$ cat config.mk
export PLATFORM = sky130hd
export DESIGN_NAME = checksummed_address_string_decoder
export DESIGN_NICKNAME = d
export VERILOG_FILES = /design/src/rtl/cad_pkg.sv /design/src/rtl/checksummed_address_string_decoder.sv
export SDC_FILE = /design/constraint.sdc
export NUM_CORES = 1
export LEC_CHECK = 0
export BUFFER_PORTS_ARGS = -buffer_cell sky130_fd_sc_hd__buf_2
export CORE_UTILIZATION = 50
export CTS_CLUSTER_DIAMETER = 150
export DETAILED_ROUTE_END_ITERATION = 6
export PLACE_DENSITY_LB_ADDON = 0.2
export SLEW_MARGIN = 20
export SYNTH_ARGS = -nofsm -noshare
export SYNTH_HDL_FRONTEND = slang
export SYNTH_SLANG_ARGS = --single-unit
$ cat constraint.sdc
create_clock -name clk -period 4.83 [get_ports clk]
set_input_delay 0.966 -clock clk [delete_from_list [all_inputs] [get_ports clk]]
set_output_delay 0.966 -clock clk [all_outputs]
set_load 0.03 [all_outputs]
$ cat src/rtl/cad_pkg.sv
// Types, constants and helper functions for the checksummed address string decoder.
package cad_pkg;

  typedef enum logic [1:0] {
    KIND_PREFIX,
    KIND_PAYLOAD,
    KIND_STATUS
  } kind_t;

  typedef enum logic [3:0] {
    ERR_OK,
    ERR_BAD_CHAR,
    ERR_DIGIT_PREFIX,
    ERR_MISPLACED_SEP,
    ERR_NO_SEP,
    ERR_MIXED_CASE,
    ERR_BAD_SYMBOL,
    ERR_SHORT,
    ERR_CHECKSUM
  } err_t;

  typedef struct packed {
    kind_t      kind;
    logic [7:0] value;
    err_t       error_code;
    logic       last_of_run;
  } item_t;

  localparam int unsigned REM_W    = 40;
  localparam int unsigned SYM_W    = 5;
  localparam int unsigned CHK_SYMS = 8;

  localparam logic [REM_W-1:0] REM_INIT = 40'h00_0000_0001;
  localparam logic [7:0]       CHAR_SEP = 8'h3a;
  localparam logic [7:0]       CASE_BIT = 8'h20;

  localparam logic [REM_W-1:0] GEN_TERMS [SYM_W] = '{
    40'h98f2bc8e61, 40'h79b76d99e2, 40'hf33e5fb3c4, 40'hae2eabe2a8, 40'h1e4f43e470
  };

  // Character i of the symbol alphabet sits at bits [255-8i -: 8].
  localparam logic [255:0] ALPHABET = "qpzry9x8gf2tvdw0s3jn54khce6mua7l";

  // One step of the GF(32) BCH remainder: shift in a symbol, fold back the top one.
  function automatic logic [REM_W-1:0] bch_feed(input logic [REM_W-1:0] rem,
                                                input logic [SYM_W-1:0] sym);
    logic [SYM_W-1:0] top;
    logic [REM_W-1:0] r;
    top = rem[REM_W-1 -: SYM_W];
    r   = {rem[REM_W-SYM_W-1:0], sym};
    for (int b = 0; b < SYM_W; b++) begin
      if (top[b]) begin
        r = r ^ GEN_TERMS[b];
      end
    end
    return r;
  endfunction

  // Returns {hit, symbol}; hit is low when the byte is not in the alphabet.
  function automatic logic [SYM_W:0] sym_lookup(input logic [7:0] ch);
    logic [7:0]       lc;
    logic             hit;
    logic [SYM_W-1:0] sym;
    lc  = ((ch >= 8'h41) && (ch <= 8'h5a)) ? (ch | CASE_BIT) : ch;
    hit = 1'b0;
    sym = '0;
    for (int i = 0; i < 32; i++) begin
      if (ALPHABET[255 - 8*i -: 8] == lc) begin
        hit = 1'b1;
        sym = SYM_W'(i);
      end
    end
    return {hit, sym};
  endfunction

endpackage

$ cat src/rtl/checksummed_address_string_decoder.sv
// Top level: checksummed address string decoder with a three-entry result queue.
//
//  channel  | dir | handshake         | payload
//  ---------+-----+-------------------+------------------------------------------------
//  in_      | in  | tvalid/tready     | tdata = character, tlast = final_char
//  out_     | out | tvalid/tready     | tdata = value, error_code; tuser = kind;
//           |     |                   | tlast = last_of_run
//
// One character is taken per cycle while in_tready is high; the decode, remainder
// update and delay line update all settle in the accept cycle and the results land
// in the queue. A final character that also emits a prefix byte or releases a
// payload symbol gives two results, which leave the queue one after the other;
// in_tready drops while fewer than two queue slots are free. Reset (rst_n low) is
// synchronous. An output stall holds the queue head and backs up into in_tready
// once fewer than two queue slots are free.
module checksummed_address_string_decoder (
  input  logic        clk,
  input  logic        rst_n,
  input  logic        in_tvalid,
  output logic        in_tready,
  input  logic [7:0]  in_tdata,   // [7:0] character
  input  logic        in_tlast,
  output logic        out_tvalid,
  input  logic        out_tready,
  output logic [15:0] out_tdata,  // [7:0] value, [11:8] error_code, [15:12] zero
  output logic [1:0]  out_tuser,  // [1:0] kind
  output logic        out_tlast
);
  import cad_pkg::*;

  // decoder state
  logic [REM_W-1:0] rem_r, rem_nxt;
  logic             sep_r, sep_nxt;
  logic             first_r, first_nxt;
  logic             lower_r, lower_nxt;
  logic             upper_r, upper_nxt;
  err_t             ferr_r, ferr_nxt;
  logic [3:0]       cnt_r, cnt_nxt;
  logic [SYM_W-1:0] dly_r [CHK_SYMS];
  logic [SYM_W-1:0] dly_nxt [CHK_SYMS];

  // result queue
  item_t            q_r [3];
  logic [1:0]       wr_ptr_r, wr_ptr_nxt;
  logic [1:0]       rd_ptr_r, rd_ptr_nxt;
  logic [1:0]       count_r, count_nxt;

  logic             accept, pop;
  logic [7:0]       ch;
  logic             is_lower, is_upper, is_digit, is_sep;
  logic [SYM_W:0]   lk;
  logic [SYM_W-1:0] feed_sym;
  logic             emit_prefix, emit_payload;
  err_t             status;
  item_t            item0, item1;
  logic [1:0]       push_n;
  logic [1:0]       wr1;

  function automatic logic [1:0] inc3(input logic [1:0] p);
    return (p == 2'd2) ? 2'd0 : p + 2'd1;
  endfunction

  assign ch       = in_tdata;
  assign is_lower = (ch >= 8'h61) && (ch <= 8'h7a);
  assign is_upper = (ch >= 8'h41) && (ch <= 8'h5a);
  assign is_digit = (ch >= 8'h30) && (ch <= 8'h39);
  assign is_sep   = (ch == CHAR_SEP);
  assign lk       = sym_lookup(ch);

  always_comb begin
    sep_nxt      = sep_r;
    first_nxt    = 1'b0;
    lower_nxt    = lower_r | is_lower;
    upper_nxt    = upper_r | is_upper;
    ferr_nxt     = ferr_r;
    cnt_nxt      = cnt_r;
    feed_sym     = '0;
    emit_prefix  = 1'b0;
    emit_payload = 1'b0;
    for (int i = 0; i < CHK_SYMS; i++) begin
      dly_nxt[i] = dly_r[i];
    end

    if (!sep_r) begin
      if (is_sep) begin
        if (first_r && (ferr_r == ERR_OK || ferr_r == ERR_BAD_SYMBOL)) begin
          ferr_nxt = ERR_MISPLACED_SEP;
        end
        sep_nxt = 1'b1;
      end else begin
        if (ferr_r == ERR_OK || ferr_r == ERR_BAD_SYMBOL) begin
          if (is_digit) begin
            ferr_nxt = ERR_DIGIT_PREFIX;
          end else if (!is_lower && !is_upper) begin
            ferr_nxt = ERR_BAD_CHAR;
          end
        end
        feed_sym    = ch[SYM_W-1:0];
        emit_prefix = 1'b1;
      end
    end else begin
      if (is_sep) begin
        if (ferr_r == ERR_OK || ferr_r == ERR_BAD_SYMBOL) begin
          ferr_nxt = ERR_MISPLACED_SEP;
        end
      end else if (!is_lower && !is_upper && !is_digit) begin
        if (ferr_r == ERR_OK || ferr_r == ERR_BAD_SYMBOL) begin
          ferr_nxt = ERR_BAD_CHAR;
        end
      end else if (lk[SYM_W]) begin
        feed_sym = lk[SYM_W-1:0];
      end else if (ferr_r == ERR_OK) begin
        ferr_nxt = ERR_BAD_SYMBOL;
      end

      // Once the line is full, release the oldest symbol and shift.
      if (cnt_r[3]) begin
        emit_payload = 1'b1;
        for (int i = 0; i < CHK_SYMS - 1; i++) begin
          dly_nxt[i] = dly_r[i+1];
        end
        dly_nxt[CHK_SYMS-1] = feed_sym;
      end else begin
        dly_nxt[cnt_r[2:0]] = feed_sym;
        cnt_nxt             = cnt_r + 4'd1;
      end
    end

    rem_nxt = bch_feed(rem_r, feed_sym);

    status = ferr_nxt;
    if (status == ERR_OK || status == ERR_BAD_SYMBOL) begin
      if (!sep_nxt) begin
        status = ERR_NO_SEP;
      end else if (lower_nxt && upper_nxt) begin
        status = ERR_MIXED_CASE;
      end
    end
    if (status == ERR_OK) begin
      if (!cnt_nxt[3]) begin
        status = ERR_SHORT;
      end else if (rem_nxt != REM_INIT) begin
        status = ERR_CHECKSUM;
      end
    end
  end

  // Build up to two results for the accepted character.
  always_comb begin
    item_t data_item, stat_item;
    data_item.kind        = emit_prefix ? KIND_PREFIX : KIND_PAYLOAD;
    data_item.value       = emit_prefix ? (ch | CASE_BIT) : {3'b000, dly_r[0]};
    data_item.error_code  = ERR_OK;
    data_item.last_of_run = !in_tlast;
    stat_item.kind        = KIND_STATUS;
    stat_item.value       = '0;
    stat_item.error_code  = status;
    stat_item.last_of_run = 1'b1;

    if (emit_prefix || emit_payload) begin
      item0  = data_item;
      item1  = stat_item;
      push_n = in_tlast ? 2'd2 : 2'd1;
    end else begin
      item0  = stat_item;
      item1  = stat_item;
      push_n = in_tlast ? 2'd1 : 2'd0;
    end
    if (!accept) begin
      push_n = 2'd0;
    end
  end

  assign in_tready = (count_r <= 2'd1);
  assign accept    = in_tvalid && in_tready;
  assign out_tvalid = (count_r != 2'd0);
  assign pop       = out_tvalid && out_tready;
  assign wr1       = inc3(wr_ptr_r);

  always_comb begin
    wr_ptr_nxt = wr_ptr_r;
    if (push_n == 2'd1) begin
      wr_ptr_nxt = wr1;
    end else if (push_n == 2'd2) begin
      wr_ptr_nxt = inc3(wr1);
    end
    rd_ptr_nxt = pop ? inc3(rd_ptr_r) : rd_ptr_r;
    count_nxt  = count_r + push_n - {1'b0, pop};
  end

  assign out_tdata = {4'b0000, q_r[rd_ptr_r].error_code, q_r[rd_ptr_r].value};
  assign out_tuser = q_r[rd_ptr_r].kind;
  assign out_tlast = q_r[rd_ptr_r].last_of_run;

  always_ff @(posedge clk) begin
    if (!rst_n) begin
      rem_r    <= REM_INIT;
      sep_r    <= 1'b0;
      first_r  <= 1'b1;
      lower_r  <= 1'b0;
      upper_r  <= 1'b0;
      ferr_r   <= ERR_OK;
      cnt_r    <= '0;
      wr_ptr_r <= '0;
      rd_ptr_r <= '0;
      count_r  <= '0;
    end else begin
      wr_ptr_r <= wr_ptr_nxt;
      rd_ptr_r <= rd_ptr_nxt;
      count_r  <= count_nxt;
      if (accept) begin
        if (in_tlast) begin
          // end of string: start over for the next one
          rem_r   <= REM_INIT;
          sep_r   <= 1'b0;
          first_r <= 1'b1;
          lower_r <= 1'b0;
          upper_r <= 1'b0;
          ferr_r  <= ERR_OK;
          cnt_r   <= '0;
        end else begin
          rem_r   <= rem_nxt;
          sep_r   <= sep_nxt;
          first_r <= first_nxt;
          lower_r <= lower_nxt;
          upper_r <= upper_nxt;
          ferr_r  <= ferr_nxt;
          cnt_r   <= cnt_nxt;
        end
      end
    end
  end

  always_ff @(posedge clk) begin
    if (accept) begin
      for (int i = 0; i < CHK_SYMS; i++) begin
        dly_r[i] <= dly_nxt[i];
      end
    end
    if (push_n != 2'd0) begin
      q_r[wr_ptr_r] <= item0;
    end
    if (push_n == 2'd2) begin
      q_r[wr1] <= item1;
    end
  end

endmodule

==> Yosys cells after proc, flatten, opt, wreduce, memory -nomap -nowiden <==
Memories as Yosys holds them, arrays and structs flattened. A register that Yosys moved wholly into a read port is not among the register bits.
Cells that the tools add are included.
{ "totals": {"reg_bits": 58, "latch_bits": 0, "ramBits": 85, "rom_bits": 0, "inputBits": 13, "output_inout_bits": 21, "elab_cells": 236, "mem_count": 2} }
{ "mem_list": {"columns": ["name", "words", "width", "rd", "rd_clocked_by_memory_dff", "wr", "line_no", "source"], "rows": [
  ["q_r", 3, 15, 1, 1, 2, "checksummed_address_string_decoder.sv:43", "item_t q_r [3];"],
  ["dly_r", 8, 5, 8, 0, 8, "checksummed_address_string_decoder.sv:39", "logic [SYM_W-1:0] dly_r [CHK_SYMS];"]
]} }
{ "classes": {"addsub": 6, "multipliers": 0, "n_div": 0, "order_cmp": 9, "n_eq_ne": 42, "shifts": 0, "n_mux": 133, "bitwise": 8, "reduce_logical": 25} }
{ "ops": {"columns": ["operator", "n"], "rows": [
  ["40-bit 2-to-1 mux", 6],
  ["5-bit 2-to-1 mux", 37],
  ["7-bit by 8-bit equality test with 1-bit output, first input constant", 23],
  ["4-bit 2-to-1 mux", 22],
  ["6-bit by 8-bit equality test with 1-bit output, first input constant", 9],
  ["1-bit 2-to-1 mux", 51],
  ["40-bit bitwise mux", 1],
  ["40-bit by 1-bit != test with 1-bit output, second input constant", 1],
  ["39-bit 2-to-1 mux", 1],
  ["37-bit 2-to-1 mux", 1],
  ["25-bit NOT", 1],
  ["24-bit NOT", 1],
  ["21-bit NOT", 1],
  ["2-bit 2-to-1 mux", 10],
  ["20-bit NOT", 1],
  ["19-bit NOT", 1],
  ["8-bit by 7-bit greater-or-equal comparator with 1-bit output, second input constant", 2],
  ["8-bit by 7-bit <= comparator with 1-bit output, second input constant", 2],
  ["5-bit demux with 3-bit select", 1],
  ["15-bit 2-to-1 mux", 1],
  ["4-bit logical NOT", 3],
  ["1-bit logical AND", 10],
  ["2-bit equality test, second input constant", 4],
  ["4-bit by 3-bit equality test with 1-bit output, second input constant", 2],
  ["other kinds (20)", 31]
]} }

==> Longest topological paths before layout <==
Gate-level depths: netlist of run 1.
{ "depth": {"depth_word": 56, "mapped_depth": 15, "depth_no_buf": 13} }

==> Least setup slack after synthesis of run 1 <==
No wires, ideal clock.
{ "synth_path": {"path_type": "input to register", "start": "input port in_tdata[2]", "end": "memory q_r[2][1] (netlist name) (enable)", "setup_ps": 279, "t_arrival_ps": 3467, "required_ps": 4551, "path_slack_ps": 1083, "path_stages": 14, "path_buffers": 2, "path_cell_list": "clkbuf_1 -> nand4bb_1 -> or2_1 -> nand2_1 -> nand2_1 -> ha_1 -> and2_1 -> inv_1 -> ha_1 -> nor2_1 -> and2_1 -> clkbuf_1 -> nor2_1 -> inv_1"} }
{ "synth_rtl": {"columns": ["element", "line_no", "source"], "rows": [
  ["from (decl)", "checksummed_address_string_decoder.sv:21", "input logic [7:0] in_tdata,"],
  ["to (decl)", "checksummed_address_string_decoder.sv:43", null]
]} }

==> metrics.md, run 1 <==
| Metric | Value |
|---|---|
| Sequential share of the synthesized area | `0.425` |
| Final setup violation count | `0` |
| Worst slew pin tran | `roughly 0.95 ns` |
| Synthesized area | `a little over 8000 µm²` |
| IO Port Bufs | `29` |
| Xor and xnor fraction of the mapped netlist area | `0.0909` |
| Fmax | `between 200 and 300 MHz` |
| Hold Fails Final Rpt | `0` |
| Root Buffer Master | `clkbuf_16` |
| Simple-gate share of the synthesized area | `0.213` |
| Ys flop type | `dfxtp_1` |
| CP arrival | `slightly above 4 ns` |
| Vias in the first global route | `a little over 6000` |
| Slowest stage cell, crit path | `nor2_1` |
| Multiplexer share of the synthesized area | `0.0237` |
| Crit path cell chain | `buf_2, nand4bb_1, or2_1, nand2_1, nand2_1, ha_1, and2_1, inv_1, ha_1, nor2_1, and2_1, nor2_1, inv_1, a2bb2oi_1` |
| Startpoint Class | `input port` |
| Max Fanout on Critical Path | `25` |
| CTS Buffer Depth | `2` |
| Post-synthesis cell count | `~880` |
| Status | `finished, final reports clean` |
| Yosys reg bits | `between 100 and 150` |
| CP endpoint kind | `flip-flop` |
| Most common cell in the netlist | `dfxtp_1` |
| Netlist cell types | `between 70 and 80` |
| Vias | `6450` |
| # diodes | `0` |
| Avg Inst Size Synth | `9.17 µm²` |
| WL final | `between 15 and 20 mm` |
| Final WS setup | `1.01 ns` |
| Drt drc | `0` |
| Grt total ovfl | `0` |
| Die ar. | `around 17000 µm²` |
| Share of layout cells above drive strength 1 | `0.0937` |
| Final Wtd Congestion | `just under 0.9` |
| Iter 0 DRT Violations | `approximately 370` |
| Wirelength per Cell | `roughly 18 µm` |
| CTS Buf Count | `17` |
| Synth Area in Adders | `0.0121` |
| FP Rows | `between 40 and 50` |
| Area contributors post-synth | `dfxtp_1 (23%), edfxtp_1 (19%), xnor2_1 (4.9%), a22o_1 (4.5%), nand2_1 (4.0%)` |
| Number of synthesized flops with an enable pin | `52` |
| Yosys warning count | `0` |
| H-tree depth | `4` |
| WP buf/inv | `3` |
| Post-detail-place hpwl | `around 13 mm` |
| Register area | `around 3400 µm²` |
| Area taken by multi-input logic gates | `around 4300 µm²` |
| Die X | `129 µm` |
| Setup_tns | `0 ns` |
| Io pins | `34` |
| Placed cells | `1071` |
| FILL cells | `roughly 1400` |
| Synth Area in Compound Gates | `0.193` |
| CTS clk-pin slew, worst paths | `around 0.060 ns` |
| Leak pwr | `roughly 3.2 nW` |
| Starting Density | `0.509` |
| Post-route insts no fill | `1102` |
| Max-cap check violation count | `0` |
| Max Transition Viols Final | `0` |
| CP required | `between 5 and 6 ns` |
| Synth async-reset ratio | `0` |
| Delay-heaviest family, CP | `simple AND/OR/NAND/NOR gates` |
| Area delta synth->final | `9.67%` |
| CP peak stage delay | `approximately 0.52 ns` |
| Crit share post-route | `0.790` |
| WS Path Type | `input port to flip-flop` |
| Height of the die | `~130 µm` |
| CTS tree | `done` |
| First-pass GRT wire length | `around 31 mm` |
| Top cells by count, synth | `dfxtp_1 (93), nand2_1 (85), nor2_1 (68)` |
| RSZ-0062 raised after global routing | `no` |
| Largest net degree at the start of global routing | `between 50 and 60` |
| TritonRoute pass-1 iters | `5` |
| Post-synth top area cell | `dfxtp_1` |
| # resized after CTS | `0` |
| Largest family of logic cells by synthesized area | `simple AND/OR/NAND/NOR gates` |
| Nets | `roughly 900` |
| Worst IR Drop VDD | `between 0.0002 and 0.0003 V` |
| CORE AREA | `15800 µm²` |
| Pwr dens | `between 400 and 500 nW/µm²` |
| Sink Count | `145` |
| CTS hold repair buffers | `0` |
| Post-route antenna net violation count | `0` |
| Vias/cell | `roughly 6` |
| Max_slew headroom | `0.367` |
| Post-synth top area share | `0.231` |
| Overall Power | `roughly 3.6 mW` |
| HP Class | `flip-flop to flip-flop` |
| Tot GR Track Use | `0.242` |
| Worst-skew pair later-pin latency | `~0.42 ns` |
| Post-Place Worst Slack | `around 0.63 ns` |
| Setup repair bufs after CTS | `0` |
| Initial antenna violation count | `0` |
| Fin crit period | `approximately 3.8 ns` |
| Clock Skews | `between 0.009 and 0.01 ns` |
==> routing by layer <==
metal,vias up,share of wire,global-route usage
li1,3151,-,-
met1,3112,0.46,0.316
met2,160,0.48,0.405
met3,27,0.040,0.0395
met4,0,0.021,0.0907
met5,-,0,0
==> final cells by class <==
cell class,count,area share
well taps,216,0.0306
inverters,15,0.00637
repair buffers,38,0.0241
multi-input cells,657,0.488
clock inverters,13,0.0154
flip-flops and latches,145,0.387
clock buffers,18,0.0485
==> sequential cells by signal, indices dropped and copies added (netlist names), named ones only <==
name and count:
dly_r 40, rem_r 40, ferr_r 4, sep_r 1
count_r 2, cnt_r 4, upper_r 1, wr_ptr_r 2
first_r 1, lower_r 1, rd_ptr_r 2, q_r 45
==> logic make-up after synthesis <==
family,after synthesis
AOI/OAI and AO/OA,218
and+or+nand+nor,332
other,1
buffers and inverters,80
muxes,19
xor gates and xnor gates,76
adders and majority gates,8
DFF,145
==> worst reg2reg max path: stages, from the launching register on <==
cell and delay, ns:
dfxtp_1 0.91, xor2_1 0.52, xor2_1 0.18, or3_1 0.37, a222oi_1 0.38, nand4_1 0.13, or4_4 0.45, nor4_4 0.28
nor3_1 0.10
==> layout by cell type (no fill, tap or decap), types with 4 or more instances in the layout <==
cell type | Yosys | layout
or4_1 | 4 | 4
nor3_1 | 25 | 25
a22o_1 | 41 | 41
or3_1 | 7 | 7
nor2b_1 | 48 | 48
conb_1 | 1 | 4
and2_1 | 13 | 13
ha_1 | 7 | 7
nand2b_1 | 20 | 20
nor4_1 | 5 | 5
clkbuf_16 | 0 | 17
nor2_1 | 68 | 67
inv_1 | 15 | 15
o21a_1 | 4 | 4
xnor2_1 | 45 | 45
nand3b_1 | 6 | 6
a21oi_1 | 25 | 25
o21ai_0 | 48 | 48
a22oi_1 | 39 | 39
mux2i_1 | 18 | 18
buf_4 | 5 | 9
nand2_1 | 85 | 85
dfxtp_1 | 93 | 93
buf_2 | 10 | 29
edfxtp_1 | 52 | 52
nand3_1 | 21 | 21
a211oi_1 | 5 | 5
a31oi_1 | 10 | 10
xor2_1 | 26 | 26
==> final timing paths <==
path	slack, ns	endpoint	cells after the start	start
max	1.01	q_r[2][0]$_SDFFE_PP1P_	14	in_tdata[2]
min	0.45	q_r[1][14]$_SDFFE_PP1P_	2	q_r[1][14]$_SDFFE_PP1P_
max reg2reg	1.24	q_r[1][4]$_DFFE_PP_	8	rem_r[37]$_SDFFE_PN0P_
min reg2reg	0.45	q_r[1][14]$_SDFFE_PP1P_	2	q_r[1][14]$_SDFFE_PP1P_
==> per-stage QoR <==
stage               area (µm²)  hold slack (ns)   util
floorplan                 8070            0.422      -
global placement          8280            0.435  0.523
detailed placement        8280            0.438  0.523
CTS                       8840            0.445  0.559
global route              8840            0.474  0.559
finish                    8840            0.451  0.559
==> report_power, final <==
part	total, mW	switching (mW)	internal [mW]
Sequential	1.54	0.117	1.42
Clock	1.29	0.529	0.758
Combinational	0.789	0.513	0.276
Note: power is estimated with default switching activity, not from simulation.
==> inputs of run 2 (changes only) <==
clock period = 3.9 ns   (was 4.83 ns; I/O delays follow)
==> metrics.md, run 2 (synthesis gave the netlist of run 1 again) <==
| Metric | Value |
|---|---|
| IO Port Bufs | `29 (unchanged)` |
| Post-route antenna net violation count | `0 (unchanged)` |
| Max Transition Viols Final | `0 (unchanged)` |
| First-pass GRT wire length | `32.2 mm (was 31.4 mm)` |
| Biggest regs | `q_r x45, dly_r x40, rem_r x40 (unchanged)` |
| Setup repair bufs after CTS | `0 (unchanged)` |
| Clock Skews | `0.0119 ns (was 0.00985 ns)` |
| CORE AREA | `15800 µm² (unchanged)` |
| Flop-to-flop setup slack | `0.46 ns (was 1.24 ns)` |
| Setup_tns | `0 ns (unchanged)` |
| Commonest non-fill, non-tap cell in the layout | `dfxtp_1 (unchanged)` |
| Crit share post-route | `0.881` |
| Height of the die | `129 µm (unchanged)` |
| Most flops, register | `q_r (unchanged)` |
| Vias in the first global route | `6276 (was 6102)` |
| FILL cells | `1422 (was 1406)` |
| Final Wtd Congestion | `0.867 (was 0.888)` |
| Max_slew headroom | `0.384 (was 0.367)` |
| Iter 0 DRT Violations | `447 (was 374)` |
| Hold Fails Final Rpt | `0 (unchanged)` |
| Post-route insts no fill | `1113 (was 1102)` |
| FP Rows | `46 (unchanged)` |
| # diodes | `0 (unchanged)` |
| Placed cells | `1081 (was 1071)` |
| Register-to-Register Path Depth | `8 (unchanged)` |
| CP endpoint kind | `flip-flop (unchanged)` |
| Worst IR Drop VDD | `0.000291 V (was 0.000253 V)` |
| Placed Area | `8350 µm² (was 8280 µm²)` |
| Design area | `8930 µm² (was 8840 µm²)` |
| Final WS setup | `0.464 ns (was 1.01 ns)` |
| H-tree depth | `4 (unchanged)` |
| Share of layout cells above drive strength 1 | `0.106 (was 0.0937)` |
| Post-detail-place hpwl | `13.8 mm (was 13.4 mm)` |
| Worst-skew pair later-pin latency | `0.43 ns (was 0.42 ns)` |
| Pwr dens | `500 nW/µm² (was 409 nW/µm²)` |
| Final setup violation count | `0 (unchanged)` |
| Root Buffer Master | `clkbuf_16 (unchanged)` |
| Post-Place Worst Slack | `0.201 ns (was 0.630 ns)` |
| CP arrival | `3.59 ns (was 4.11 ns)` |
| Fmax | `around 290 MHz` |
| Area delta synth->final | `10.7% (was 9.67%)` |
| Status | `finished with violations (was finished, final reports clean)` |
| Tot GR Track Use | `0.251 (was 0.242)` |
| Hold path cells | `2 (unchanged)` |
| Worst slew pin tran | `0.922 ns (was 0.949 ns)` |
| CTS tree | `done (unchanged)` |
| Drt drc | `1 (was 0)` |
| CTS hold repair buffers | `0 (unchanged)` |
| Wirelength per Cell | `17.7 µm (was 17.6 µm)` |
| Starting Density | `0.509 (unchanged)` |
| Commonest non-fill, non-tap cells in the layout | `dfxtp_1 (93), nand2_1 (85), nor2_1 (67), edfxtp_1 (52) (unchanged)` |
| Largest net degree at the start of global routing | `54 (unchanged)` |
| Leak pwr | `3.26 nW (was 3.21 nW)` |
| Die ar. | `16600 µm² (unchanged)` |
| Fin crit period | `around 3.4 ns` |
| Nets | `904 (was 894)` |
| WL final | `19.7 mm (was 19.4 mm)` |
| WS Path Type | `flip-flop to flip-flop (was input port to flip-flop)` |
| CP required | `4.05 ns (was 5.13 ns)` |
| Vias | `6611 (was 6450)` |
| Max Fanout on Critical Path | `14 (was 25)` |
| Io pins | `34 (unchanged)` |
| RR Startpoint | `rem_r[36]$_SDFFE_PN0P_ (was rem_r[37]$_SDFFE_PN0P_)` |
| Max reg flops | `45 (unchanged)` |
| Vias/cell | `5.94 (was 5.85)` |
| CTS Buffer Depth | `2 (unchanged)` |
| # resized after CTS | `0 (unchanged)` |
| HP Class | `flip-flop to flip-flop (unchanged)` |
| Grt total ovfl | `0 (unchanged)` |
| RSZ-0062 raised after global routing | `no (unchanged)` |
| Failing checks | `design-rule violations` |
| CTS clk-pin slew, worst paths | `0.06 ns (about the same)` |
| Startpoint Class | `flip-flop (was input port)` |
| Critical Path Start | `rem_r[36]$_SDFFE_PN0P_ (was in_tdata[2])` |
| Initial antenna violation count | `0 (unchanged)` |
| CTS Buf Count | `17 (unchanged)` |
| TritonRoute pass-1 iters | `7 (was 5)` |
| RR Endpoint | `q_r[2][4]$_DFFE_PP_ (was q_r[1][4]$_DFFE_PP_)` |
| Max-cap check violation count | `0 (unchanged)` |
| CP Capture Point | `q_r[2][4]$_DFFE_PP_ (was q_r[2][0]$_SDFFE_PP1P_)` |
| Sink Count | `145 (unchanged)` |
| Die X | `129 µm (unchanged)` |
[run 2: cell types whose count changed in the layout (fill, tap and decap cells not counted)]
| cell | delta |
|---|---|
| inv_6 | -1 |
| clkinv_2 | +1 |
| clkinv_1 | -2 |
| bufinv_16 | -1 |
| clkbuf_1 | +1 |
| buf_4 | +10 |
| clkbuf_8 | +1 |
| clkinvlp_4 | +3 |
| clkinv_4 | -1 |
| clkinvlp_2 | -1 |
| clkbuf_16 | +1 |
[run 2: routing by layer]
metal,up-vias,GRT usage,share of wire
li1,3179,-,-
met1,3194,0.323,0.45
met2,194,0.415,0.48
met3,44,0.0420,0.042
met4,0,0.111,0.027
met5,-,0,0
[run 2: how the worst min path moves through the flow]
stage / start / to / slack [ns]
2_1_floorplan: q_r[0][14]$_SDFFE_PP1P_ / q_r[0][14]$_SDFFE_PP1P_ / 0.42
3_3_place_gp: q_r[1][10]$_SDFFE_PP0P_ / q_r[1][10]$_SDFFE_PP0P_ / 0.44
3_5_place_dp: q_r[2][14]$_SDFFE_PP1P_ / q_r[2][14]$_SDFFE_PP1P_ / 0.44
4_1_cts: q_r[2][14]$_SDFFE_PP1P_ / q_r[2][14]$_SDFFE_PP1P_ / 0.45
5_1_grt: q_r[2][13]$_SDFFE_PP0P_ / q_r[2][13]$_SDFFE_PP0P_ / 0.47
6_report: q_r[1][14]$_SDFFE_PP1P_ / q_r[1][14]$_SDFFE_PP1P_ / 0.45
[run 2: final cells by class]
cell class	instances	area [µm²]	area share
multi-input combinational	657	4310	0.483
sequential	145	3420	0.383
clock buffer	21	472	0.0528
timing repair buffer	48	288	0.0322
tap	216	270	0.0303
clock inverter	11	104	0.0116
inverter	15	56.3	0.00631
[run 2: where the power goes]
| part | switching (mW) | internal, mW | leakage, nW |
|---|---|---|---|
| clock | 0.641 | 0.934 | 0.267 |
| combinational | 0.629 | 0.352 | 1.73 |
| sequential | 0.145 | 1.76 | 1.27 |
| total | 1.41 | 3.05 | 3.26 |
[run 2: per-stage QoR]
stage | util | hold WS (ns) | power (mW)
finish | 0.564 | 0.452 | 4.46
global route | 0.564 | 0.474 | 4.68
CTS | 0.564 | 0.446 | 4.49
detailed placement | 0.528 | 0.436 | 2.92
global placement | 0.528 | 0.438 | 2.89
floorplan | - | 0.422 | 2.64
[run 2: critical path, stage by stage (launching register included)]
cell and delay [ns]:
dfxtp_1 0.93, xnor2_4 0.28, xnor2_1 0.42, nand2_1 0.12, a222oi_1 0.33, nand4_1 0.17
or4_4 0.46, nor4_4 0.35, nor3_1 0.10
==> inputs of run 3 (changes only) <==
--- a/config.mk
+++ b/config.mk
@@ -11,3 +11,4 @@
 export DETAILED_ROUTE_END_ITERATION = 6
-export PLACE_DENSITY_LB_ADDON = 0.2
+export PLACE_DENSITY = 0.67
+export SETUP_SLACK_MARGIN = 0.02
 export SLEW_MARGIN = 20
==> constraint.sdc (replaced) <==
create_clock -name clk -period 3.9 [get_ports clk]
set_input_delay 0.585 -clock clk [delete_from_list [all_inputs] [get_ports clk]]
set_output_delay 0.585 -clock clk [all_outputs]
set_load 0.03 [all_outputs]
==> metrics.md, run 3 (synthesis gave the netlist of run 1 again) <==
| Metric | Value |
|---|---|
| Status | `finished, final reports clean (was finished with violations)` |
| FP Rows | `46 (unchanged)` |
| CTS Buf Count | `17 (unchanged)` |
| Height of the die | `129 µm (unchanged)` |
| Root Buffer Master | `clkbuf_16 (unchanged)` |
| Share of layout cells above drive strength 1 | `0.107 (was 0.106)` |
| Die ar. | `16600 µm² (unchanged)` |
| CTS Buffer Depth | `2 (unchanged)` |
| Hold Fails Final Rpt | `0 (unchanged)` |
| Fmax | `296 MHz (was 291 MHz)` |
| Vias/cell | `5.85 (was 5.94)` |
| WS Path Type | `input port to flip-flop (was flip-flop to flip-flop)` |
| Commonest non-fill, non-tap cells in the layout | `dfxtp_1 (93), nand2_1 (85), nor2_1 (67), edfxtp_1 (52) (unchanged)` |
| Starting Density | `0.509 (unchanged)` |
| CTS hold repair buffers | `0 (unchanged)` |
| CORE AREA | `15800 µm² (unchanged)` |
| Clock Skews | `0.00790 ns (was 0.0119 ns)` |
| H-tree depth | `4 (unchanged)` |
| Iter 0 DRT Violations | `446 (was 447)` |
| Fin crit period | `3.37 ns (was 3.44 ns)` |
| Max-cap check violation count | `0 (unchanged)` |
| # diodes | `0 (unchanged)` |
| Slowest stage cell, crit path | `nor2_1 (was dfxtp_1)` |
| Drt drc | `0 (was 1)` |
| CTS tree | `done (unchanged)` |
| Worst IR Drop VDD | `0.000312 V (was 0.000291 V)` |
| CP peak stage delay | `0.49 ns (was 0.93 ns)` |
| Sink Count | `145 (unchanged)` |
| First-pass GRT wire length | `31.7 mm (was 32.2 mm)` |
| Worst-skew pair later-pin latency | `0.43 ns (about the same)` |
| Area delta synth->final | `10.6% (was 10.7%)` |
| Crit path cell chain | `buf_2, nand4bb_1, or2_1, nand2_1, nand2_1, ha_1, and2_1, inv_1, ha_1, nor2_1, and2_1, nor2_1, inv_1, a2bb2oi_1 (was xnor2_4, xnor2_1, nand2_1, a222oi_1, nand4_1, or4_4, nor4_4, nor3_1)` |
| CTS clk-pin slew, worst paths | `0.06 ns (about the same)` |
| Layer with the highest usage | `met2 (unchanged)` |
| Max Transition Viols Final | `0 (unchanged)` |
| CP arrival | `3.68 ns (was 3.59 ns)` |
| # resized after CTS | `0 (unchanged)` |
| Delay-heaviest family, CP | `simple AND/OR/NAND/NOR gates (unchanged)` |
| Die X | `129 µm (unchanged)` |
| Crit share post-route | `0.865 (was 0.881)` |
| Post-route antenna net violation count | `0 (unchanged)` |
| Nets | `904 (unchanged)` |
| Post-detail-place hpwl | `13.7 mm (was 13.8 mm)` |
| WL final | `19.7 mm (about the same)` |
| Leak pwr | `3.27 nW (was 3.26 nW)` |
| WP buf/inv | `3 (was 0)` |
| Setup repair bufs after CTS | `0 (unchanged)` |
| Largest net degree at the start of global routing | `53 (was 54)` |
| Max reg flops | `45 (unchanged)` |
| CP endpoint kind | `flip-flop (unchanged)` |
| Wirelength per Cell | `17.7 µm (about the same)` |
| GR Util met3 | `0.0416 (was 0.0420)` |
| Final Wtd Congestion | `0.885 (was 0.867)` |
| Max_slew headroom | `0.389 (was 0.384)` |
| Met1 Usage GRT | `0.329 (was 0.323)` |
| Io pins | `34 (unchanged)` |
| RSZ-0062 raised after global routing | `no (unchanged)` |
| CP required | `4.21 ns (was 4.05 ns)` |
| Max Fanout on Critical Path | `25 (was 14)` |
| TritonRoute pass-1 iters | `5 (was 7)` |
| IO Port Bufs | `29 (unchanged)` |
| Worst slew pin tran | `0.916 ns (was 0.922 ns)` |
| Final WS setup | `0.527 ns (was 0.464 ns)` |
| Tot GR Track Use | `0.247 (was 0.251)` |
| Post-Place Worst Slack | `0.148 ns (was 0.201 ns)` |
| HP Class | `input port to flip-flop (was flip-flop to flip-flop)` |
| Grt total ovfl | `0 (unchanged)` |
| Commonest non-fill, non-tap cell in the layout | `dfxtp_1 (unchanged)` |
| Setup_tns | `0 ns (unchanged)` |
| Final setup violation count | `0 (unchanged)` |
| Met2 Use GR | `0.402 (was 0.415)` |
| Biggest regs | `q_r x45, dly_r x40, rem_r x40 (unchanged)` |
| Vias | `6515 (was 6611)` |
| Most flops, register | `q_r (unchanged)` |
| Startpoint Class | `input port (was flip-flop)` |
| Vias in the first global route | `6143 (was 6276)` |
| Pwr dens | `501 nW/µm² (was 500 nW/µm²)` |
| Initial antenna violation count | `0 (unchanged)` |
## run 3: cell type report
| class | instances | area [µm²] |
|---|---|---|
| multi-input cells | 657 | 4310 |
| clock inverters | 11 | 106 |
| clock buffers | 21 | 462 |
| flip-flops and latches | 145 | 3420 |
| repair buffers | 48 | 288 |
| well taps | 216 | 270 |
| fillers | 1440 | 6910 |
| inverters | 15 | 56.3 |
## run 3: power by group
group          leakage, nW  internal (mW)  switching, mW  total, mW
clock network        0.281          0.918          0.661       1.58
logic                 1.73          0.349          0.633      0.982
registers             1.27           1.76          0.146       1.91
total                 3.27           3.03           1.44       4.47
## run 3: final timing paths
path | endpoint | cells after the start | slack, ns | startpoint
max | q_r[2][0]$_SDFFE_PP1P_ | 14 | 0.53 | in_tdata[2]
min | rem_r[0]$_SDFFE_PN1P_ | 2 | 0.44 | rst_n
max reg2reg | q_r[2][4]$_DFFE_PP_ | 9 | 0.66 | rem_r[37]$_SDFFE_PN0P_
min reg2reg | q_r[1][14]$_SDFFE_PP1P_ | 2 | 0.45 | q_r[1][14]$_SDFFE_PP1P_
## run 3: per-stage QoR
stage | area [µm²] | total power [mW] | utilization | hold WS [ns] | instances
2_1_floorplan | 8070 | 2.64 | - | 0.422 | 882
3_3_place_gp | 8350 | 2.89 | 0.528 | 0.436 | 1081
5_1_grt | 8920 | 4.67 | 0.564 | 0.443 | 1113
6_report | 8920 | 4.47 | 0.564 | 0.440 | 1113
4_1_cts | 8920 | 4.49 | 0.564 | 0.428 | 1113
3_5_place_dp | 8350 | 2.92 | 0.528 | 0.436 | 1081
## run 3: layer usage
metal	part of all wire	up-vias
li1	-	3183
met1	0.47	3127
met2	0.47	177
met3	0.040	28
met4	0.022	0
met5	0	-
